--- config.mk ---
export PLATFORM = sky130hd
export DESIGN_NAME = quadrature_knob_decoder_accel_top_flat
export DESIGN_NICKNAME = d
export VERILOG_FILES = /design/src/rtl/qkd_pkg.sv /design/src/rtl/qkd_if.sv /design/src/rtl/quadrature_knob_decoder_accel_top.sv /design/src/flat_wrapper.sv
export SDC_FILE = /design/constraint.sdc
export NUM_CORES = 1
export LEC_CHECK = 0
export BUFFER_PORTS_ARGS = -buffer_cell sky130_fd_sc_hd__buf_4
export CORE_AREA = 2 2 187 153
export DETAILED_ROUTE_END_ITERATION = 6
export DIE_AREA = 0 0 189 155
export PLACE_DENSITY = 0.76
export RECOVER_POWER = 25
export SLEW_MARGIN = 20
export SYNTH_ARGS = -nofsm -noshare
export SYNTH_HDL_FRONTEND = slang
export SYNTH_SLANG_ARGS = --single-unit
export TNS_END_PERCENT = 100
--- constraint.sdc ---
create_clock -name clk -period 7.2 [get_ports clk]
set_clock_uncertainty 0.2 [all_clocks]
set_input_delay 1.44 -clock clk [delete_from_list [all_inputs] [get_ports clk]]
set_output_delay 1.44 -clock clk [all_outputs]
set_load 0.05 [all_outputs]
--- src/rtl/qkd_pkg.sv ---
`default_nettype none
package qkd_pkg;

  localparam int unsigned POSITION_WIDTH_DEF = 16;
  localparam int unsigned TIME_WIDTH_DEF     = 32;

  localparam int unsigned NOW_W   = 32;
  localparam int unsigned STEP_W  = 8;
  localparam int unsigned KNOB_W  = 16;
  localparam int unsigned MAG_W   = 7;
  localparam int unsigned MS8_W   = 8;
  localparam int unsigned CLICK_W = 16;
  localparam int unsigned CFG_W   = 16;
  localparam int unsigned CFG_IDX_W = 3;

  localparam logic [1:0]         LATCH_AB            = 2'b11;
  localparam logic               ACCEL_ENABLE_RST    = 1'b1;
  localparam logic [MS8_W-1:0]   DETENT_DEBOUNCE_RST = 8'd5;
  localparam logic [MS8_W-1:0]   FAST_WINDOW_RST     = 8'd25;
  localparam logic [MAG_W-1:0]   ACCEL_STEP_RST      = 7'd10;
  localparam logic [CLICK_W-1:0] CLICK_DEBOUNCE_RST  = 16'd200;

  typedef enum logic [2:0] {
    EV_NONE,
    EV_CW,
    EV_CW_ACCEL,
    EV_CCW,
    EV_CCW_ACCEL
  } event_code_t;

  typedef enum logic [CFG_IDX_W-1:0] {
    CFG_ACCEL_ENABLE,
    CFG_DETENT_DEBOUNCE,
    CFG_FAST_WINDOW,
    CFG_ACCEL_STEP,
    CFG_CLICK_DEBOUNCE
  } cfg_index_t;

  // Quarter-step move for a transition, indexed by {old AB, new AB}.
  function automatic logic signed [1:0] quad_move(input logic [3:0] trans);
    logic signed [1:0] move;
    case (trans)
      4'd1, 4'd7, 4'd8, 4'd14: move = -2'sd1;
      4'd2, 4'd4, 4'd11, 4'd13: move = 2'sd1;
      default: move = 2'sd0;
    endcase
    return move;
  endfunction

endpackage
`default_nettype wire

--- src/rtl/qkd_if.sv ---
`default_nettype none
interface qkd_sample_if;
  import qkd_pkg::*;

  logic             valid;
  logic             ready;
  logic             line_a;
  logic             line_b;
  logic             button_level;
  logic [NOW_W-1:0] now_ms;

  modport source (output valid, line_a, line_b, button_level, now_ms, input ready);
  modport sink   (input valid, line_a, line_b, button_level, now_ms, output ready);
endinterface

interface qkd_result_if;
  import qkd_pkg::*;

  logic                     valid;
  logic                     ready;
  logic signed [STEP_W-1:0] step;
  event_code_t              event_code;
  logic                     click;
  logic signed [KNOB_W-1:0] knob_position;

  modport source (output valid, step, event_code, click, knob_position, input ready);
  modport sink   (input valid, step, event_code, click, knob_position, output ready);
endinterface
`default_nettype wire

--- src/rtl/quadrature_knob_decoder_accel_top.sv ---
`default_nettype none
// A sample beat passes through the input register and then the result register.
// Throughput: one sample per cycle; the input register and the result register
// advance together whenever the result register is empty or being drained.
// Reset (rst, synchronous) empties both registers, returns the registers to
// their defaults and the decoder to the latch state with zero position and time.
module quadrature_knob_decoder_accel_top #(
  parameter int unsigned POSITION_WIDTH = qkd_pkg::POSITION_WIDTH_DEF,
  parameter int unsigned TIME_WIDTH     = qkd_pkg::TIME_WIDTH_DEF
) (
  input  wire logic                           clk,
  input  wire logic                           rst,
  qkd_sample_if.sink                          sample,
  qkd_result_if.source                        result,
  input  wire logic                           cfg_we,
  input  wire logic [qkd_pkg::CFG_IDX_W-1:0]  cfg_index,
  input  wire logic [qkd_pkg::CFG_W-1:0]      cfg_data
);
  import qkd_pkg::*;

  localparam int unsigned IDX_W = POSITION_WIDTH - 2;

  // Configuration registers.
  logic                accel_enable;
  logic [MS8_W-1:0]    detent_debounce_ms;
  logic [MS8_W-1:0]    fast_window_ms;
  logic [MAG_W-1:0]    accel_step;
  logic [CLICK_W-1:0]  click_debounce_ms;

  always_ff @(posedge clk) begin
    if (rst) begin
      accel_enable       <= ACCEL_ENABLE_RST;
      detent_debounce_ms <= DETENT_DEBOUNCE_RST;
      fast_window_ms     <= FAST_WINDOW_RST;
      accel_step         <= ACCEL_STEP_RST;
      click_debounce_ms  <= CLICK_DEBOUNCE_RST;
    end else if (cfg_we) begin
      case (cfg_index_t'(cfg_index))
        CFG_ACCEL_ENABLE:    accel_enable       <= cfg_data[0];
        CFG_DETENT_DEBOUNCE: detent_debounce_ms <= cfg_data[MS8_W-1:0];
        CFG_FAST_WINDOW:     fast_window_ms     <= cfg_data[MS8_W-1:0];
        CFG_ACCEL_STEP:      accel_step         <= cfg_data[MAG_W-1:0];
        CFG_CLICK_DEBOUNCE:  click_debounce_ms  <= cfg_data[CLICK_W-1:0];
        default: ;
      endcase
    end
  end

  // Input register.
  logic                  s1_valid;
  logic [1:0]            s1_ab;
  logic                  s1_level;
  logic [TIME_WIDTH-1:0] s1_now;

  logic out_open;
  logic s1_fire;

  assign out_open     = !result.valid || result.ready;
  assign s1_fire      = s1_valid && out_open;
  assign sample.ready = !s1_valid || out_open;

  always_ff @(posedge clk) begin
    if (rst) begin
      s1_valid <= 1'b0;
    end else if (sample.ready) begin
      s1_valid <= sample.valid;
    end
    if (sample.valid && sample.ready) begin
      s1_ab    <= {sample.line_b, sample.line_a};
      s1_level <= sample.button_level;
      s1_now   <= sample.now_ms[TIME_WIDTH-1:0];
    end
  end

  // Decoder state.
  logic [1:0]                prev_ab, prev_ab_next;
  logic [POSITION_WIDTH-1:0] quarter_position, quarter_position_next;
  logic [IDX_W-1:0]          last_detent_index, last_detent_index_next;
  logic [TIME_WIDTH-1:0]     last_detent_time, last_detent_time_next;
  logic [KNOB_W-1:0]         knob_total, knob_total_next;
  logic [TIME_WIDTH-1:0]     last_click_time, last_click_time_next;
  logic                      last_button_level, last_button_level_next;

  logic signed [1:0]     move;
  logic [TIME_WIDTH-1:0] detent_dt;
  logic [TIME_WIDTH-1:0] click_dt;
  logic                  detent_ok;
  logic [MAG_W-1:0]      mag;
  logic                  ccw;
  logic [STEP_W-1:0]     step_next;
  event_code_t           code_next;
  logic                  click_next;

  always_comb begin
    prev_ab_next           = prev_ab;
    quarter_position_next  = quarter_position;
    last_detent_index_next = last_detent_index;
    last_detent_time_next  = last_detent_time;
    knob_total_next        = knob_total;
    last_click_time_next   = last_click_time;
    last_button_level_next = last_button_level;
    step_next              = '0;
    code_next              = EV_NONE;
    click_next             = 1'b0;
    detent_ok              = 1'b0;

    move      = quad_move({prev_ab, s1_ab});
    ccw       = move[1];
    detent_dt = s1_now - last_detent_time;
    click_dt  = s1_now - last_click_time;
    mag       = (detent_dt < {{(TIME_WIDTH-MS8_W){1'b0}}, fast_window_ms} && accel_enable)
                ? accel_step : MAG_W'(1);

    if (s1_ab != prev_ab) begin
      quarter_position_next = quarter_position
                              + {{(POSITION_WIDTH-2){move[1]}}, move};
      prev_ab_next = s1_ab;
      if (s1_ab == LATCH_AB &&
          quarter_position_next[POSITION_WIDTH-1:2] != last_detent_index) begin
        last_detent_index_next = quarter_position_next[POSITION_WIDTH-1:2];
        if (detent_dt > {{(TIME_WIDTH-MS8_W){1'b0}}, detent_debounce_ms}) begin
          detent_ok             = 1'b1;
          last_detent_time_next = s1_now;
          if (ccw) begin
            step_next       = STEP_W'(0) - {{(STEP_W-MAG_W){1'b0}}, mag};
            knob_total_next = knob_total - {{(KNOB_W-MAG_W){1'b0}}, mag};
            code_next       = (mag == MAG_W'(1)) ? EV_CCW : EV_CCW_ACCEL;
          end else begin
            step_next       = {{(STEP_W-MAG_W){1'b0}}, mag};
            knob_total_next = knob_total + {{(KNOB_W-MAG_W){1'b0}}, mag};
            code_next       = (mag == MAG_W'(1)) ? EV_CW : EV_CW_ACCEL;
          end
        end
      end
    end

    // A release outside the window is recorded but does not restart it.
    if (s1_level != last_button_level &&
        click_dt > {{(TIME_WIDTH-CLICK_W){1'b0}}, click_debounce_ms}) begin
      last_button_level_next = s1_level;
      if (!s1_level) begin
        click_next           = 1'b1;
        last_click_time_next = s1_now;
      end
    end
  end

  always_ff @(posedge clk) begin
    if (rst) begin
      prev_ab           <= LATCH_AB;
      quarter_position  <= '0;
      last_detent_index <= '0;
      last_detent_time  <= '0;
      knob_total        <= '0;
      last_click_time   <= '0;
      last_button_level <= 1'b1;
    end else if (s1_fire) begin
      prev_ab           <= prev_ab_next;
      quarter_position  <= quarter_position_next;
      last_detent_index <= last_detent_index_next;
      last_detent_time  <= last_detent_time_next;
      knob_total        <= knob_total_next;
      last_click_time   <= last_click_time_next;
      last_button_level <= last_button_level_next;
    end
  end

  // Result register.
  always_ff @(posedge clk) begin
    if (rst) begin
      result.valid <= 1'b0;
    end else if (out_open) begin
      result.valid <= s1_valid;
    end
    if (s1_fire) begin
      result.step          <= step_next;
      result.event_code    <= code_next;
      result.click         <= click_next;
      result.knob_position <= knob_total_next;
    end
  end

  a_reset_empties: assert property (@(posedge clk)
    rst |=> !s1_valid && !result.valid)
    else $error("pipeline not empty after reset");

  a_ready_when_empty: assert property (@(posedge clk) disable iff (rst)
    !result.valid |-> sample.ready)
    else $error("sample side stalled with an empty result register");

  a_plain_step: assert property (@(posedge clk) disable iff (rst)
    result.valid && (result.event_code == EV_CW || result.event_code == EV_CCW)
    |-> result.step == 8'sd1 || result.step == -8'sd1)
    else $error("plain detent reported with a step other than one");

  a_total_holds: assert property (@(posedge clk) disable iff (rst)
    s1_fire && !detent_ok |=> $stable(knob_total))
    else $error("knob position moved without an accepted detent");

endmodule
`default_nettype wire

--- src/flat_wrapper.sv ---
// flat-port wrapper written by rule: the top's interface ports become plain ports
module quadrature_knob_decoder_accel_top_flat import qkd_pkg::*;
#(
  parameter int unsigned POSITION_WIDTH = qkd_pkg::POSITION_WIDTH_DEF,
  parameter int unsigned TIME_WIDTH     = qkd_pkg::TIME_WIDTH_DEF
)
  (clk, rst, cfg_we, cfg_index, cfg_data, sample_valid, sample_line_a, sample_line_b, sample_button_level, sample_now_ms, sample_ready, result_valid, result_step, result_event_code, result_click, result_knob_position, result_ready);
  qkd_sample_if sample_i ();
  qkd_result_if result_i ();
  input  wire logic clk;
  input  wire logic rst;
  input  wire logic cfg_we;
  input  wire logic [qkd_pkg::CFG_IDX_W-1:0] cfg_index;
  input  wire logic [qkd_pkg::CFG_W-1:0] cfg_data;
  input wire logic [$bits(sample_i.valid)-1:0] sample_valid;
  input wire logic [$bits(sample_i.line_a)-1:0] sample_line_a;
  input wire logic [$bits(sample_i.line_b)-1:0] sample_line_b;
  input wire logic [$bits(sample_i.button_level)-1:0] sample_button_level;
  input wire logic [$bits(sample_i.now_ms)-1:0] sample_now_ms;
  output wire logic [$bits(sample_i.ready)-1:0] sample_ready;
  output wire logic [$bits(result_i.valid)-1:0] result_valid;
  output wire logic [$bits(result_i.step)-1:0] result_step;
  output wire logic [$bits(result_i.event_code)-1:0] result_event_code;
  output wire logic [$bits(result_i.click)-1:0] result_click;
  output wire logic [$bits(result_i.knob_position)-1:0] result_knob_position;
  input wire logic [$bits(result_i.ready)-1:0] result_ready;
  assign sample_i.valid = sample_valid;
  assign sample_i.line_a = sample_line_a;
  assign sample_i.line_b = sample_line_b;
  assign sample_i.button_level = sample_button_level;
  assign sample_i.now_ms = sample_now_ms;
  assign sample_ready = sample_i.ready;
  assign result_valid = result_i.valid;
  assign result_step = result_i.step;
  assign result_event_code = result_i.event_code;
  assign result_click = result_i.click;
  assign result_knob_position = result_i.knob_position;
  assign result_i.ready = result_ready;
  quadrature_knob_decoder_accel_top #(.POSITION_WIDTH(POSITION_WIDTH), .TIME_WIDTH(TIME_WIDTH)) u_core (.clk(clk), .rst(rst), .sample(sample_i), .result(result_i), .cfg_we(cfg_we), .cfg_index(cfg_index), .cfg_data(cfg_data));
endmodule
======== Word-level counts from Yosys, hierarchy flattened ========
Memory sizes are Yosys's and may differ from the RTL's.
Index checks and enable logic that the tools add are counted.
storage, ports and cells
  bits in registers ....................... 218
  bits in read-only memories .............. 32
  input port bits ......................... 59
  output and inout bits ................... 30
  word-level logic and storage cells ...... 74
  memories kept ........................... 1
cells by class
  add/sub/neg operators ................... 6
  $lt $le $gt $ge ......................... 3
  equality and inequality tests ........... 9
  multiplexer cells ....................... 10
  bitwise operators ....................... 1
  reduce and logical (&&, ||, !) cells .... 22
memory list
  name             words  width  read ports  clocked after Yosys merged registers in  write ports  RTL line       RTL
  (no name shown)  16     2      1           0                                        0            qkd_pkg.sv:42  case (trans)
operator list
  kind                                                                   count
  16-bit 2-to-1 mux                                                      4
  32-bit subtractor                                                      2
  32-bit by 16-bit greater-than comparator with 1-bit output             1
  32-bit by 8-bit greater-than comparator with 1-bit output              1
  32-bit by 8-bit < comparator with 1-bit output                         1
  16-bit adder                                                           1
  16-bit by 7-bit adder with 16-bit output                               1
  16-bit by 7-bit subtractor with 16-bit output                          1
  7-bit 2-to-1 mux                                                       2
  14-bit inequality test                                                 1
  2-bit AND reduction                                                    7
  3-bit AND reduction                                                    3
  4-bit AND reduction                                                    2
  1-bit by 7-bit subtractor with 8-bit output, first input constant      1
  7-bit by 1-bit equality test with 1-bit output, second input constant  1
  3-bit by 2-bit equality test with 1-bit output, second input constant  2
  3-bit 2-to-1 mux                                                       2
  1-bit logical AND                                                      5
  3-bit by 1-bit equality test with 1-bit output, second input constant  1
  3-bit equality test, second input constant                             1
  3-bit logical NOT                                                      1
  2-bit equality test, second input constant                             1
  1-bit logical NOT                                                      2
  1-bit logical OR                                                       2
  5 further kinds                                                        5

======== Depth between registers and ports, before layout ========
Gate-level depths: netlist (run 1).
  word-level depth ........................ 9
  gate-level depth with buffers ........... 32
  depth with buffers taken out ............ 31

======== Worst setup path before layout (run 1) ========
Ideal clock, no wire load.
  path kind ............................... register -> register
  start point ............................. register u_core.s1_now[0]
  end point ............................... register u_core.result.knob_position[14], data pin
  setup time .............................. 130 ps
  data arrival time ....................... 6620 ps
  data required time ...................... 6870 ps
  path slack .............................. 250 ps
  stages on the path, launching flop included .. 30
  buffers on the path ..................... 1
  period minus slack after synthesis ...... 6950 ps
  cells stage by stage .................... edfxtp_1 > inv_1 > ha_1 > fa_1 > nand2b_1 > a21oi_1 > o41ai_4 > o21a_1 > a21boi_0 > o2111ai_1 > a2111oi_0 > nand4_1 > nor4_2 > clkbuf_1 > nor2b_1 > ha_1 > nor2_1 > xor2_1 > ha_1 > nor2b_1 > o21ai_0 > a21boi_0 > o21ai_0 > a21boi_0 > o21ai_0 > a21oi_1 > o41ai_1 > or4b_2 > o211ai_1 > mux2_2
between the ends
  word-level cells in the longest chain between the ends .. 9
  elaborated cells on any way between the ends .. 11
  classes of those cells .................. 3 x add/sub; 2 x order compare; 5 x mux; 1 x reduce/logical
RTL lines
  item                                                                                                       RTL line                                                                            RTL
  start: declaration                                                                                         quadrature_knob_decoder_accel_top.sv:53                                             logic [TIME_WIDTH-1:0] s1_now;
  start signal: assignment                                                                                   quadrature_knob_decoder_accel_top.sv:71                                             s1_now <= sample.now_ms[TIME_WIDTH-1:0];
  32-bit subtractor (*)                                                                                      quadrature_knob_decoder_accel_top.sv:109                                            detent_dt = s1_now - last_detent_time;
  32-bit by 8-bit < comparator with 1-bit output                                                             quadrature_knob_decoder_accel_top.sv:111                                            mag = (detent_dt < {{(TIME_WIDTH-MS8_W){1'b0}}, fast_window_ms} && accel_enable)
  1-bit logical AND                                                                                          quadrature_knob_decoder_accel_top.sv:111
  7-bit 2-to-1 mux                                                                                           quadrature_knob_decoder_accel_top.sv:112                                            ? accel_step : MAG_W'(1);
  16-bit by 7-bit adder with 16-bit output or 16-bit by 7-bit subtractor with 16-bit output (tied branches)  quadrature_knob_decoder_accel_top.sv:130, quadrature_knob_decoder_accel_top.sv:126
  16-bit 2-to-1 mux                                                                                          quadrature_knob_decoder_accel_top.sv:124                                            if (ccw) begin
  16-bit 2-to-1 mux (*)                                                                                      quadrature_knob_decoder_accel_top.sv:121                                            if (detent_dt > {{(TIME_WIDTH-MS8_W){1'b0}}, detent_debounce_ms}) begin
  16-bit 2-to-1 mux (*)                                                                                      quadrature_knob_decoder_accel_top.sv:118                                            if (s1_ab == LATCH_AB &&
  16-bit 2-to-1 mux (*)                                                                                      quadrature_knob_decoder_accel_top.sv:114                                            if (s1_ab != prev_ab) begin
  named net u_core.knob_total_next[14]                                                                       quadrature_knob_decoder_accel_top.sv:80                                             logic [KNOB_W-1:0] knob_total, knob_total_next;
  end signal: assignment                                                                                     quadrature_knob_decoder_accel_top.sv:179                                            result.knob_position <= knob_total_next;
  end: declaration                                                                                           qkd_if.sv:26                                                                        modport source (output valid, step, event_code, click, knob_position, input ready);
Mark *: on every way through the listed nets, which the timed path passes. The rest lies on a longest branch.
A chain may end at the register's enable or synchronous reset.

======== Final worst setup path (run 1) ========
  start point ............................. register u_core.s1_now[4]
  end point ............................... register u_core.result.knob_position[14], data pin
Same word-level chain as after synthesis.

==> results.py, run 1 <==
metrics = {
    "run_status": {
        "status": "complete, but fails checks",
        "violations": "max-capacitance violations, max-slew violations",
    },
    "yosys": {
        "yosysTopAreaCell": "dfxtp_1",
        "synth-edff-count": 63,
        "yosysWarningCount": 0,
        "avgSynthCellArea_um2": 8.31,
        "netlist_top_cells_count": "nand2_1 (218), nor2_1 (189), a21oi_1 (161)",
        "synth_ff_type": "dfxtp_1",
        "seq_area_frac_synth_pct": 32.9,
        "netlist_area_um2": 15200,
        "synth_top_cell_area_share_pct": 20.5,
        "ys_ff_latch": 218,
        "synth_async_sr_flop_share_pct": 0,
        "synth_cell_types": 89,
        "syn_nets": 2018,
        "synthTopCellsByArea": "dfxtp_1 (20%), edfxtp_1 (12%), ha_1 (11%), mux2i_1 (5.9%), nand2_1 (5.4%)",
        "post-synth-top-count-cell": "nand2_1",
        "syn_inst": 1825,
    },
    "placement": {
        "portBuffers": 88,
        "place_inst": 2233,
        "globalplace.congestion": 0.981,
        "hpwl_um": 29900,
        "placed_cell_area_um2": 16200,
    },
    "grt": {
        "grt_pass1_vias": 12464,
        "grt_pass1_wl_um": 64100,
        "antenna_found_initial": 0,
        "grt_overflow": 0,
        "grtUsageTotal_pct": 26.6,
        "grt_max_degree": 88,
    },
    "drt": {
        "route.detailed.wl_per_inst_um": 17.5,
        "via_per_inst": 5.90,
        "ant_nets": 0,
        "routed_wl_um": 40000,
        "drc": 0,
        "drt_iter0_markers": 1152,
        "vias": 13468,
        "dr.pass1.iters": 5,
    },
    "flow_run": {
        "maxCapViolCount": 2,
    },
    "clock_tree": {
        "cts.sinks": 218,
        "worstSkewPairLatency_ns": 0.53,
        "cts_tree": "done",
        "htree_num_levels": 1,
        "numCtsBuffers": 24,
        "cts-root-buf": "clkbuf_16",
        "clock_path_buffers": 3,
        "clk_pin_slew_ns": 0.06,
    },
    "die": {
        "fp.dieH_um": 155,
        "rows": 55,
        "dieArea_um2": 29300,
        "num_io_pins": 89,
        "fp.dieW_um": 189,
        "initial_core_util_pct": 55.0,
        "core_um2": 27600,
    },
    "layout": {
        "final_area_um2": 17100,
        "drive_gt1_share_pct": 11.4,
        "syn_to_final_growth_pct": 12.9,
        "nets": 2086,
        "diodes": 0,
        "fin_util_pct": 62.0,
        "fillers": 2398,
        "finalNonFillerCells": 2281,
    },
    "timing": {
        "setup_violations": 0,
        "min_period_ns": 6.82,
        "max-slew-margin-rel_pct": -120,
        "whs_ns": 0.254,
        "finalMaxSlewViolations": 107,
        "hold_violations": 0,
        "timing.final.crit_share_pct": 94.7,
        "tightest_slew_ns": 3.30,
        "clock.fmax_mhz": 147,
    },
    "worst_hold_path": {
        "hp-class": "reg2reg",
        "holdPathEnd": "u_core.last_detent_time[29]$_SDFFE_PP0P_",
        "hold_start": "u_core.last_detent_time[29]$_SDFFE_PP0P_",
        "min_path_cells": 2,
    },
    "critical_path": {
        "end_kind": "flop",
        "crit_required_ns": 7.39,
        "rr_worst_depth": 27,
        "crit_path_max_fanout": 6,
        "cp.buffers_inverters": 2,
        "crit_path_max_incr_delay_ns": 0.62,
        "cpLargestDelayFamily": "compound AO/OA/AOI/OAI gates",
        "cp-start-kind": "flop",
        "worstSetupPathType": "reg2reg",
        "arrival_ns": 7.01,
        "cp.depth": 27,
        "cpMaxStageDelayCell": "or4b_2",
        "regToRegSetupSlack_ns": 0.38,
        "reg2reg_to": "u_core.result.knob_position[14]$_DFFE_PP_",
        "reg2reg_from": "u_core.s1_now[4]$_DFFE_PP_",
    },
    "pwr": {
        "powerDensity_nw_per_um2": 204,
        "vdd_drop_max_mv": 0.193,
        "p_total_mw": 3.49,
        "p_leak_nw": 6.77,
    },
}
repair_timing:
item / in CTS / in global routing
hold buffers: 0 / 0
cloned: 0 / 0
setup buffers: 0 / 4
resized for setup: 5 / 27
endpoints found under the setup margin: 2 / 10
pin swaps: 0 / 12
kinds of logic (layout without fill, tap and decap cells):
kind of cell / after synthesis / after routing / synth area share, %
flip-flops: 218 / 218 / 32.9
buffers and inverters: 216 / 302 / 5.68
AND/OR/NAND/NOR: 627 / 627 / 19.3
adder cells (fa/ha/maj): 134 / 134 / 11.3
XOR/XNOR: 74 / 74 / 4.36
multiplexers: 105 / 105 / 7.06
AO/OA/AOI/OAI: 451 / 451 / 19.4
flip-flops by register name, indices dropped and copies added, names as in the netlist, 3 cells and up:
name / count
u_core.last_detent_time: 32
u_core.detent_debounce_ms: 8
u_core.result.knob_position: 16
u_core.s1_now: 32
u_core.quarter_position: 16
u_core.fast_window_ms: 8
u_core.accel_step: 7
u_core.result.event_code: 3
u_core.last_detent_index: 14
u_core.last_click_time: 32
u_core.knob_total: 16
u_core.click_debounce_ms: 16
u_core.result.step: 8
power breakdown:
part	switching, mW	internal, mW
combinational	0.544	0.355
sequential	0.0352	1.32
clock	0.533	0.703
cells in the final DEF (no fill, tap or decap), types with 27 or more instances in the layout:
cell       count
nand2_1      218
nor2_1       187
a21oi_1      158
dfxtp_1      155
inv_1        136
ha_1         126
mux2i_1       87
buf_4         84
o21ai_0       69
edfxtp_1      63
xnor2_1       51
clkbuf_4      36
a21o_1        34
nand3_1       31
clkbuf_16     27
per-layer routing:
| layer | wire length, µm | share of wire, % | vias up | track usage [%] |
|---|---|---|---|---|
| met2 | 17300 | 43 | 453 | 41.3 |
| met1 | 19400 | 49 | 6343 | 39.9 |
| li1 | - | - | 6629 | - |
| met3 | 2690 | 6.7 | 43 | 3.45 |
| met5 | 0 | 0 | - | 0 |
| met4 | 575 | 1.4 | 0 | 5.13 |
worst max-delay path by stage:
stage / start / slack, ns / endpoint
6_report: u_core.s1_now[4]$_DFFE_PP_ / 0.38 / u_core.result.knob_position[14]$_DFFE_PP_
5_1_grt: u_core.s1_now[2]$_DFFE_PP_ / -0.009 / u_core.knob_total[14]$_SDFFE_PP0P_
4_1_cts: u_core.s1_now[0]$_DFFE_PP_ / 0.01 / u_core.result.knob_position[14]$_DFFE_PP_
3_5_place_dp: u_core.s1_now[16]$_DFFE_PP_ / -0.07 / u_core.result.knob_position[14]$_DFFE_PP_
3_3_place_gp: u_core.s1_now[0]$_DFFE_PP_ / 0.15 / u_core.result.knob_position[14]$_DFFE_PP_
2_1_floorplan: u_core.s1_now[0]$_DFFE_PP_ / 0.25 / u_core.result.knob_position[14]$_DFFE_PP_
metrics by stage:
| stage | worst slack [ns] | setup TNS (ns) |
|---|---|---|
| finish | 0.383 | 0 |
| global route | -0.00860 | -0.0169 |
| CTS | 0.0135 | 0 |
| detailed placement | -0.0689 | -0.0953 |
| global placement | 0.146 | 0 |
| floorplan | 0.250 | 0 |
worst min-delay path: stages (launching register included):
cell     delay, ns
dfxtp_1       0.31
nand2_1       0.05
a21oi_1       0.05
area by class of cell:
class / count / area, µm² / share of cell area, %
Tap cell: 370 / 463 / 2.71
Multi-Input combinational cell: 1391 / 9440 / 55.2
Clock buffer: 30 / 707 / 4.13
Sequential cell: 218 / 4990 / 29.2
Timing Repair Buffer: 122 / 908 / 5.31
Clock inverter: 14 / 91.3 / 0.534
Inverter: 136 / 510 / 2.98
Note: power is estimated with default switching activity, not from simulation.
==> run 2, diff against run 1 <==
CORE_AREA = 2 2 181 148   (was 2 2 187 153)
DIE_AREA = 0 0 183 150   (was 0 0 189 155)
PLACE_DENSITY = 0.78   (was 0.76)
clock period = 8.03 ns   (was 7.2 ns; I/O delays follow)
==> run 2 against run 1 <==
Effect of this change: sequential share of layout area up 0.48 points; cell count fell by 2.7%; combinational power is 12% lower; maximum frequency shrank 8.9%; non-clock buffer count down 23; via count is 0.59% higher; highest routed layer unchanged; largest power group unchanged; global-route usage grew 2.8 points; count of clock-buffer cells in the layout up 4; the flow still finishes with violations (max-capacitance violations, max-slew violations); largest cell class unchanged.
==> results.py, run 2 (synthesis results as in run 1) <==
metrics = {
    "run_status": {
        "status": "complete, but fails checks",
        "violations": "max-capacitance violations, max-slew violations",
    },
    "drt": {
        "route.detailed.wl_per_inst_um": 18.4,
        "drt_iter0_markers": 1087,
        "via_per_inst": 6.10,
        "routed_wl_um": 40900,
        "drc": 0,
        "dr.pass1.iters": 5,
        "vias": 13547,
        "ant_nets": 0,
    },
    "pwr": {
        "p_leak_nw": 6.66,
        "p_total_mw": 3.17,
        "vdd_drop_max_mv": 0.170,
        "powerDensity_nw_per_um2": 188,
    },
    "die": {
        "initial_core_util_pct": 58.9,
        "num_io_pins": 89,
        "fp.dieH_um": 150,
        "core_um2": 25700,
        "fp.dieW_um": 183,
        "dieArea_um2": 27500,
        "rows": 53,
    },
    "clock_tree": {
        "clock_path_buffers": 3,
        "cts_hold_buffers": 0,
        "numCtsBuffers": 25,
        "cts-root-buf": "clkbuf_16",
        "cts_tree": "done",
        "htree_num_levels": 1,
        "worstSkewPairLatency_ns": 0.54,
        "clk_pin_slew_ns": 0.06,
        "cts.sinks": 218,
    },
    "timing": {
        "timing.final.crit_share_pct": 93.2,
        "setup_violations": 0,
        "min_period_ns": 7.49,
        "tns_ns": 0,
        "hold_violations": 0,
        "rsz0062_at_grt": "no",
        "finalMaxSlewViolations": 36,
        "tightest_slew_ns": 3.11,
        "clock.fmax_mhz": 134,
        "max-slew-margin-rel_pct": -108,
    },
    "critical_path": {
        "crit_required_ns": 8.23,
        "crit_path_max_incr_delay_ns": 0.63,
        "worstSetupPathType": "reg2reg",
        "arrival_ns": 7.69,
        "cp-start-kind": "flop",
        "end_kind": "flop",
        "crit_path_max_fanout": 7,
        "cpMaxStageDelayCell": "or4b_2",
    },
    "flow_run": {
        "maxCapViolCount": 1,
    },
    "placement": {
        "hpwl_um": 30700,
        "globalplace.congestion": 1.01,
        "portBuffers": 88,
    },
    "layout": {
        "reg.largest.list": "u_core.last_click_time: 32 flops, u_core.last_detent_time: 32 flops, u_core.s1_now: 32 flops",
        "fillers": 2203,
        "multi_input_area_um2": 9340,
        "syn_to_final_growth_pct": 11.0,
        "final_common_cell": "nand2_1",
        "diodes": 0,
        "fin_util_pct": 65.4,
        "most-common-layout-cells": "nand2_1 (218), nor2_1 (189), a21oi_1 (160)",
        "nets": 2064,
        "seqCellArea_um2": 4990,
        "drive_gt1_share_pct": 9.37,
    },
    "grt": {
        "grtUsageTotal_pct": 29.5,
        "grt_pass1_wl_um": 64800,
        "grt_max_degree": 82,
        "grt_pass1_vias": 12572,
        "antenna_found_initial": 0,
        "grt_overflow": 0,
    },
    "worst_hold_path": {
        "hp-class": "reg2reg",
    },
}
run 2: worst paths after layout:
kind | from | slack, ns | cells after the start | end
max reg2reg | u_core.s1_now[0]$_DFFE_PP_ | 0.54 | 28 | u_core.result.knob_position[14]$_DFFE_PP_
min | u_core.last_detent_time[5]$_SDFFE_PP0P_ | 0.25 | 2 | u_core.last_detent_time[5]$_SDFFE_PP0P_
min reg2reg | u_core.last_detent_time[5]$_SDFFE_PP0P_ | 0.25 | 2 | u_core.last_detent_time[5]$_SDFFE_PP0P_
max | u_core.s1_now[0]$_DFFE_PP_ | 0.54 | 28 | u_core.result.knob_position[14]$_DFFE_PP_
run 2: critical path, delay by kind of cell, from the launching register on:
family,cells,cell delay [ns]
mux,1,0.19
buf+inv,1,0.07
simple gates,7,1.97
fa+ha+maj,4,1.21
compound gates,14,3.12
flops,1,0.36
xor+xnor,1,0.21
run 2: power by group:
group | switching [mW] | internal, mW
clock | 0.478 | 0.687
combinational | 0.488 | 0.306
sequential | 0.0327 | 1.18
total | 0.999 | 2.17
run 2: final cells by class:
type	instances	share of cell area, %
multi-input cells	1391	55.5
flip-flops and latches	218	29.7
clock inverters	12	0.743
clock buffers	34	4.22
repair buffers	99	4.38
inverters	136	3.03
well taps	330	2.45
run 2: timing repair:
| item | 4_1_cts | 5_1_grt |
|---|---|---|
| setup endpoints to repair | 0 | 2 |
| setup buffers | 0 | 0 |
| gates resized for setup | 0 | 2 |
run 2: metal layers:
metal / up-vias / track usage, % / part of all wire [%]
met4: 0 / 9.00 / 2.8
met1: 6422 / 41.8 / 47
met5: - / 0 / 0
li1: 6594 / - / -
met2: 462 / 45.9 / 43
met3: 69 / 5.09 / 7.8
run 2: stage by stage:
stage / hold slack, ns / setup slack, ns / area [µm²] / cells
finish: 0.254 / 0.544 / 16800 / 2220
global route: 0.275 / 0.00589 / 16800 / 2220
CTS: 0.255 / 0.391 / 16800 / 2220
detailed placement: 0.246 / 0.446 / 16000 / 2174
global placement: 0.241 / 0.705 / 16000 / 2174
floorplan: 0.233 / 1.08 / 15200 / 1825
==> run 3, diff against run 2 <==
ABC_AREA = 1   (was unset)
CORE_AREA = 3 3 189 154   (was 2 2 181 148)
DIE_AREA = 0 0 192 157   (was 0 0 183 150)
PLACE_DENSITY = 0.77   (was 0.78)
clock period = 6.4 ns   (was 8.03 ns; I/O delays follow)
==> run 3 against run 2 <==
Effect of this change: the run still ends with max-capacitance violations, max-slew violations left; critical endpoint is now u_core.knob_total[13]$_SDFFE_PP0P_; largest power group unchanged; die area is 9.8% higher; wire length fell by 5.7%; combinational power rose by 41%.
==> results.py, run 3 <==
metrics = {
    "run_status": {
        "status": "complete, but fails checks",
        "violations": "max-capacitance violations, max-slew violations",
    },
    "placement": {
        "hpwl_um": 29900,
        "globalplace.congestion": 1.04,
        "place_inst": 2623,
        "portBuffers": 88,
    },
    "flow_run": {
        "maxCapViolCount": 2,
    },
    "timing": {
        "timing.final.crit_share_pct": 92.5,
        "whs_ns": 0.258,
        "hold_violations": 0,
        "max-slew-margin-rel_pct": -70.8,
        "setup_violations": 0,
        "clock.fmax_mhz": 169,
        "finalMaxSlewViolations": 101,
        "min_period_ns": 5.92,
        "rsz0062_at_grt": "yes",
        "tightest_slew_ns": 2.56,
    },
    "yosys": {
        "synth_top_cell_area_share_pct": 20.3,
        "ys_ff_latch": 218,
        "synth_cell_types": 60,
        "synth-edff-count": 63,
        "netlist_area_um2": 15300,
        "synthSimpleGateAreaFrac_pct": 24.9,
        "syn_inst": 2209,
        "post-synth-top-count-cell": "nand2_1",
        "synth_compound_area_share_pct": 15.4,
        "avgSynthCellArea_um2": 6.93,
        "synth_ff_type": "dfxtp_1",
        "yosysWarningCount": 0,
        "netlist_top_cells_count": "nand2_1 (537), inv_1 (378), nor2_1 (221)",
        "yosysTopAreaCell": "dfxtp_1",
        "synth_mux_area_share_pct": 0,
        "syn_nets": 2402,
        "synthXorXnorAreaFrac_pct": 4.67,
        "synthTopCellsByArea": "dfxtp_1 (20%), nand2_1 (13%), edfxtp_1 (12%), ha_1 (11%), inv_1 (9.3%)",
        "synthAdderAreaFrac_pct": 11.2,
        "synth_top_family_by_area": "simple AND/OR/NAND/NOR gates",
        "seq_area_frac_synth_pct": 32.6,
        "synth_async_sr_flop_share_pct": 0,
    },
    "die": {
        "initial_core_util_pct": 56.2,
        "num_io_pins": 89,
        "core_um2": 27200,
        "fp.dieH_um": 157,
        "dieArea_um2": 30100,
        "fp.dieW_um": 192,
        "rows": 54,
    },
    "clock_tree": {
        "worstSkewPairLatency_ns": 0.55,
        "cts.sinks": 218,
        "cts-root-buf": "clkbuf_16",
        "htree_num_levels": 1,
        "cts_hold_buffers": 0,
        "clk_pin_slew_ns": 0.06,
        "numCtsBuffers": 25,
        "cts_tree": "done",
        "clock_path_buffers": 3,
    },
    "critical_path": {
        "reg2reg_to": "u_core.knob_total[13]$_SDFFE_PP0P_",
        "crit_end": "u_core.knob_total[13]$_SDFFE_PP0P_",
        "rr_worst_depth": 35,
        "regToRegSetupSlack_ns": 0.48,
        "crit_required_ns": 6.62,
        "arrival_ns": 6.14,
        "cpMaxStageDelayCell": "fa_1",
        "reg2reg_from": "u_core.s1_now[0]$_DFFE_PP_",
        "path_common_cell": "inv_1",
        "crit_path_max_incr_delay_ns": 0.43,
        "worstSetupStartpoint": "u_core.s1_now[0]$_DFFE_PP_",
        "cp-start-kind": "flop",
        "end_kind": "flop",
        "worstSetupPathType": "reg2reg",
        "crit_path_max_fanout": 5,
    },
    "layout": {
        "multi_input_area_um2": 8630,
        "fillers": 2468,
        "reg.largest.list": "u_core.last_click_time: 32 flops, u_core.last_detent_time: 32 flops, u_core.s1_now: 32 flops",
        "seqCellArea_um2": 4990,
        "nets": 2482,
        "final_common_cell": "nand2_1",
        "finalNonFillerCells": 2672,
        "syn_to_final_growth_pct": 11.8,
        "diodes": 0,
        "fin_util_pct": 62.8,
        "most-common-layout-cells": "nand2_1 (536), inv_1 (378), nor2_1 (221)",
        "drive_gt1_share_pct": 9.32,
    },
    "drt": {
        "dr.pass1.iters": 5,
        "drt_iter0_markers": 1124,
        "routed_wl_um": 38500,
        "route.detailed.wl_per_inst_um": 14.4,
        "ant_nets": 0,
        "vias": 14113,
        "via_per_inst": 5.28,
        "drc": 0,
    },
    "pwr": {
        "p_total_mw": 4.06,
        "p_leak_nw": 8.47,
        "vdd_drop_max_mv": 0.197,
        "powerDensity_nw_per_um2": 238,
    },
    "grt": {
        "antenna_found_initial": 0,
        "grtUsageTotal_pct": 25.3,
        "grt_pass1_wl_um": 63100,
        "grt_max_degree": 65,
        "grt_overflow": 0,
        "grt_pass1_vias": 12853,
    },
    "worst_hold_path": {
        "hp-class": "reg2reg",
    },
}
==> run 3: cell types whose count changed in the layout (fill, tap and decap cells not counted), moves of 21 or more <==
cell	delta
o21a_1	-21
nor2_1	+32
mux2i_1	-89
o21ai_1	+21
inv_1	+242
o21ai_0	+46
xor2_1	+31
nand3_1	+32
xnor2_1	-28
nor2b_1	-27
nand2_1	+318
nand2b_1	-22
a21oi_1	+27
a21o_1	-25
==> run 3: worst max-delay path, delay by kind of cell, from the launching register on <==
family,cells,cell delay (ns)
AO/OA/AOI/OAI,11,1.65
AND/OR/NAND/NOR,11,1.40
adder cells (fa/ha/maj),4,1.24
XOR/XNOR,3,0.50
buffers and inverters,6,0.44
flip-flops,1,0.35
==> run 3: where the power goes <==
group          internal, mW  switching (mW)
Sequential             1.50          0.0432
Combinational         0.399           0.725
Clock                 0.806           0.590
Total                  2.71            1.36
==> run 3: logic make-up (layout without fill, tap and decap cells) <==
logic type      count (synthesis)  after routing
buf+inv                       442            541
simple gates                  919            919
compound gates                417            417
fa+ha+maj                     134            134
xor+xnor                       79             79
flops                         218            218
==> run 3: layer usage <==
metal,vias to the layer above,wire length [µm],GRT usage [%],part of all wire (%)
met3,37,3110,3.74,8.1
li1,7232,-,-,-
met2,454,16300,39.6,42
met5,-,93,2.24,0.24
met4,2,459,3.78,1.2
met1,6388,18500,37.6,48
==> run 3: layout make-up <==
type	count	area share, %
clock inverter	16	0.893
clock buffer	30	3.77
multi-input combinational	1549	50.5
inverter	394	8.66
timing repair buffer	101	4.35
sequential	218	29.2
tap	364	2.66
==> run 3: worst min path at each step <==
stage / startpoint / to / slack, ns / cells after the start
3_5_place_dp: u_core.last_detent_time[22]$_SDFFE_PP0P_ / u_core.last_detent_time[22]$_SDFFE_PP0P_ / 0.25 / 2
5_1_grt: u_core.click_debounce_ms[14]$_SDFFE_PP0P_ / u_core.click_debounce_ms[14]$_SDFFE_PP0P_ / 0.28 / 2
2_1_floorplan: u_core.fast_window_ms[0]$_SDFFE_PP1P_ / u_core.fast_window_ms[0]$_SDFFE_PP1P_ / 0.23 / 2
4_1_cts: u_core.last_detent_time[18]$_SDFFE_PP0P_ / u_core.last_detent_time[18]$_SDFFE_PP0P_ / 0.26 / 2
6_report: u_core.last_detent_time[18]$_SDFFE_PP0P_ / u_core.last_detent_time[18]$_SDFFE_PP0P_ / 0.26 / 2
3_3_place_gp: u_core.last_detent_time[4]$_SDFFE_PP0P_ / u_core.last_detent_time[4]$_SDFFE_PP0P_ / 0.25 / 2
==> run 3: per-stage QoR <==
stage	worst slack (ns)	TNS, ns	cell area [µm²]
global placement	0.599	0	16300
detailed placement	0.468	0	16300
global route	-0.0305	-0.0357	17100
CTS	0.409	0	17100
floorplan	1.15	0	15300
finish	0.479	0	17100
==> run 3: timing repair <==
item / in CTS / in global routing
setup endpoints to repair: 0 / 10
resized for setup: 0 / 12
buffers inserted: 0 / 3
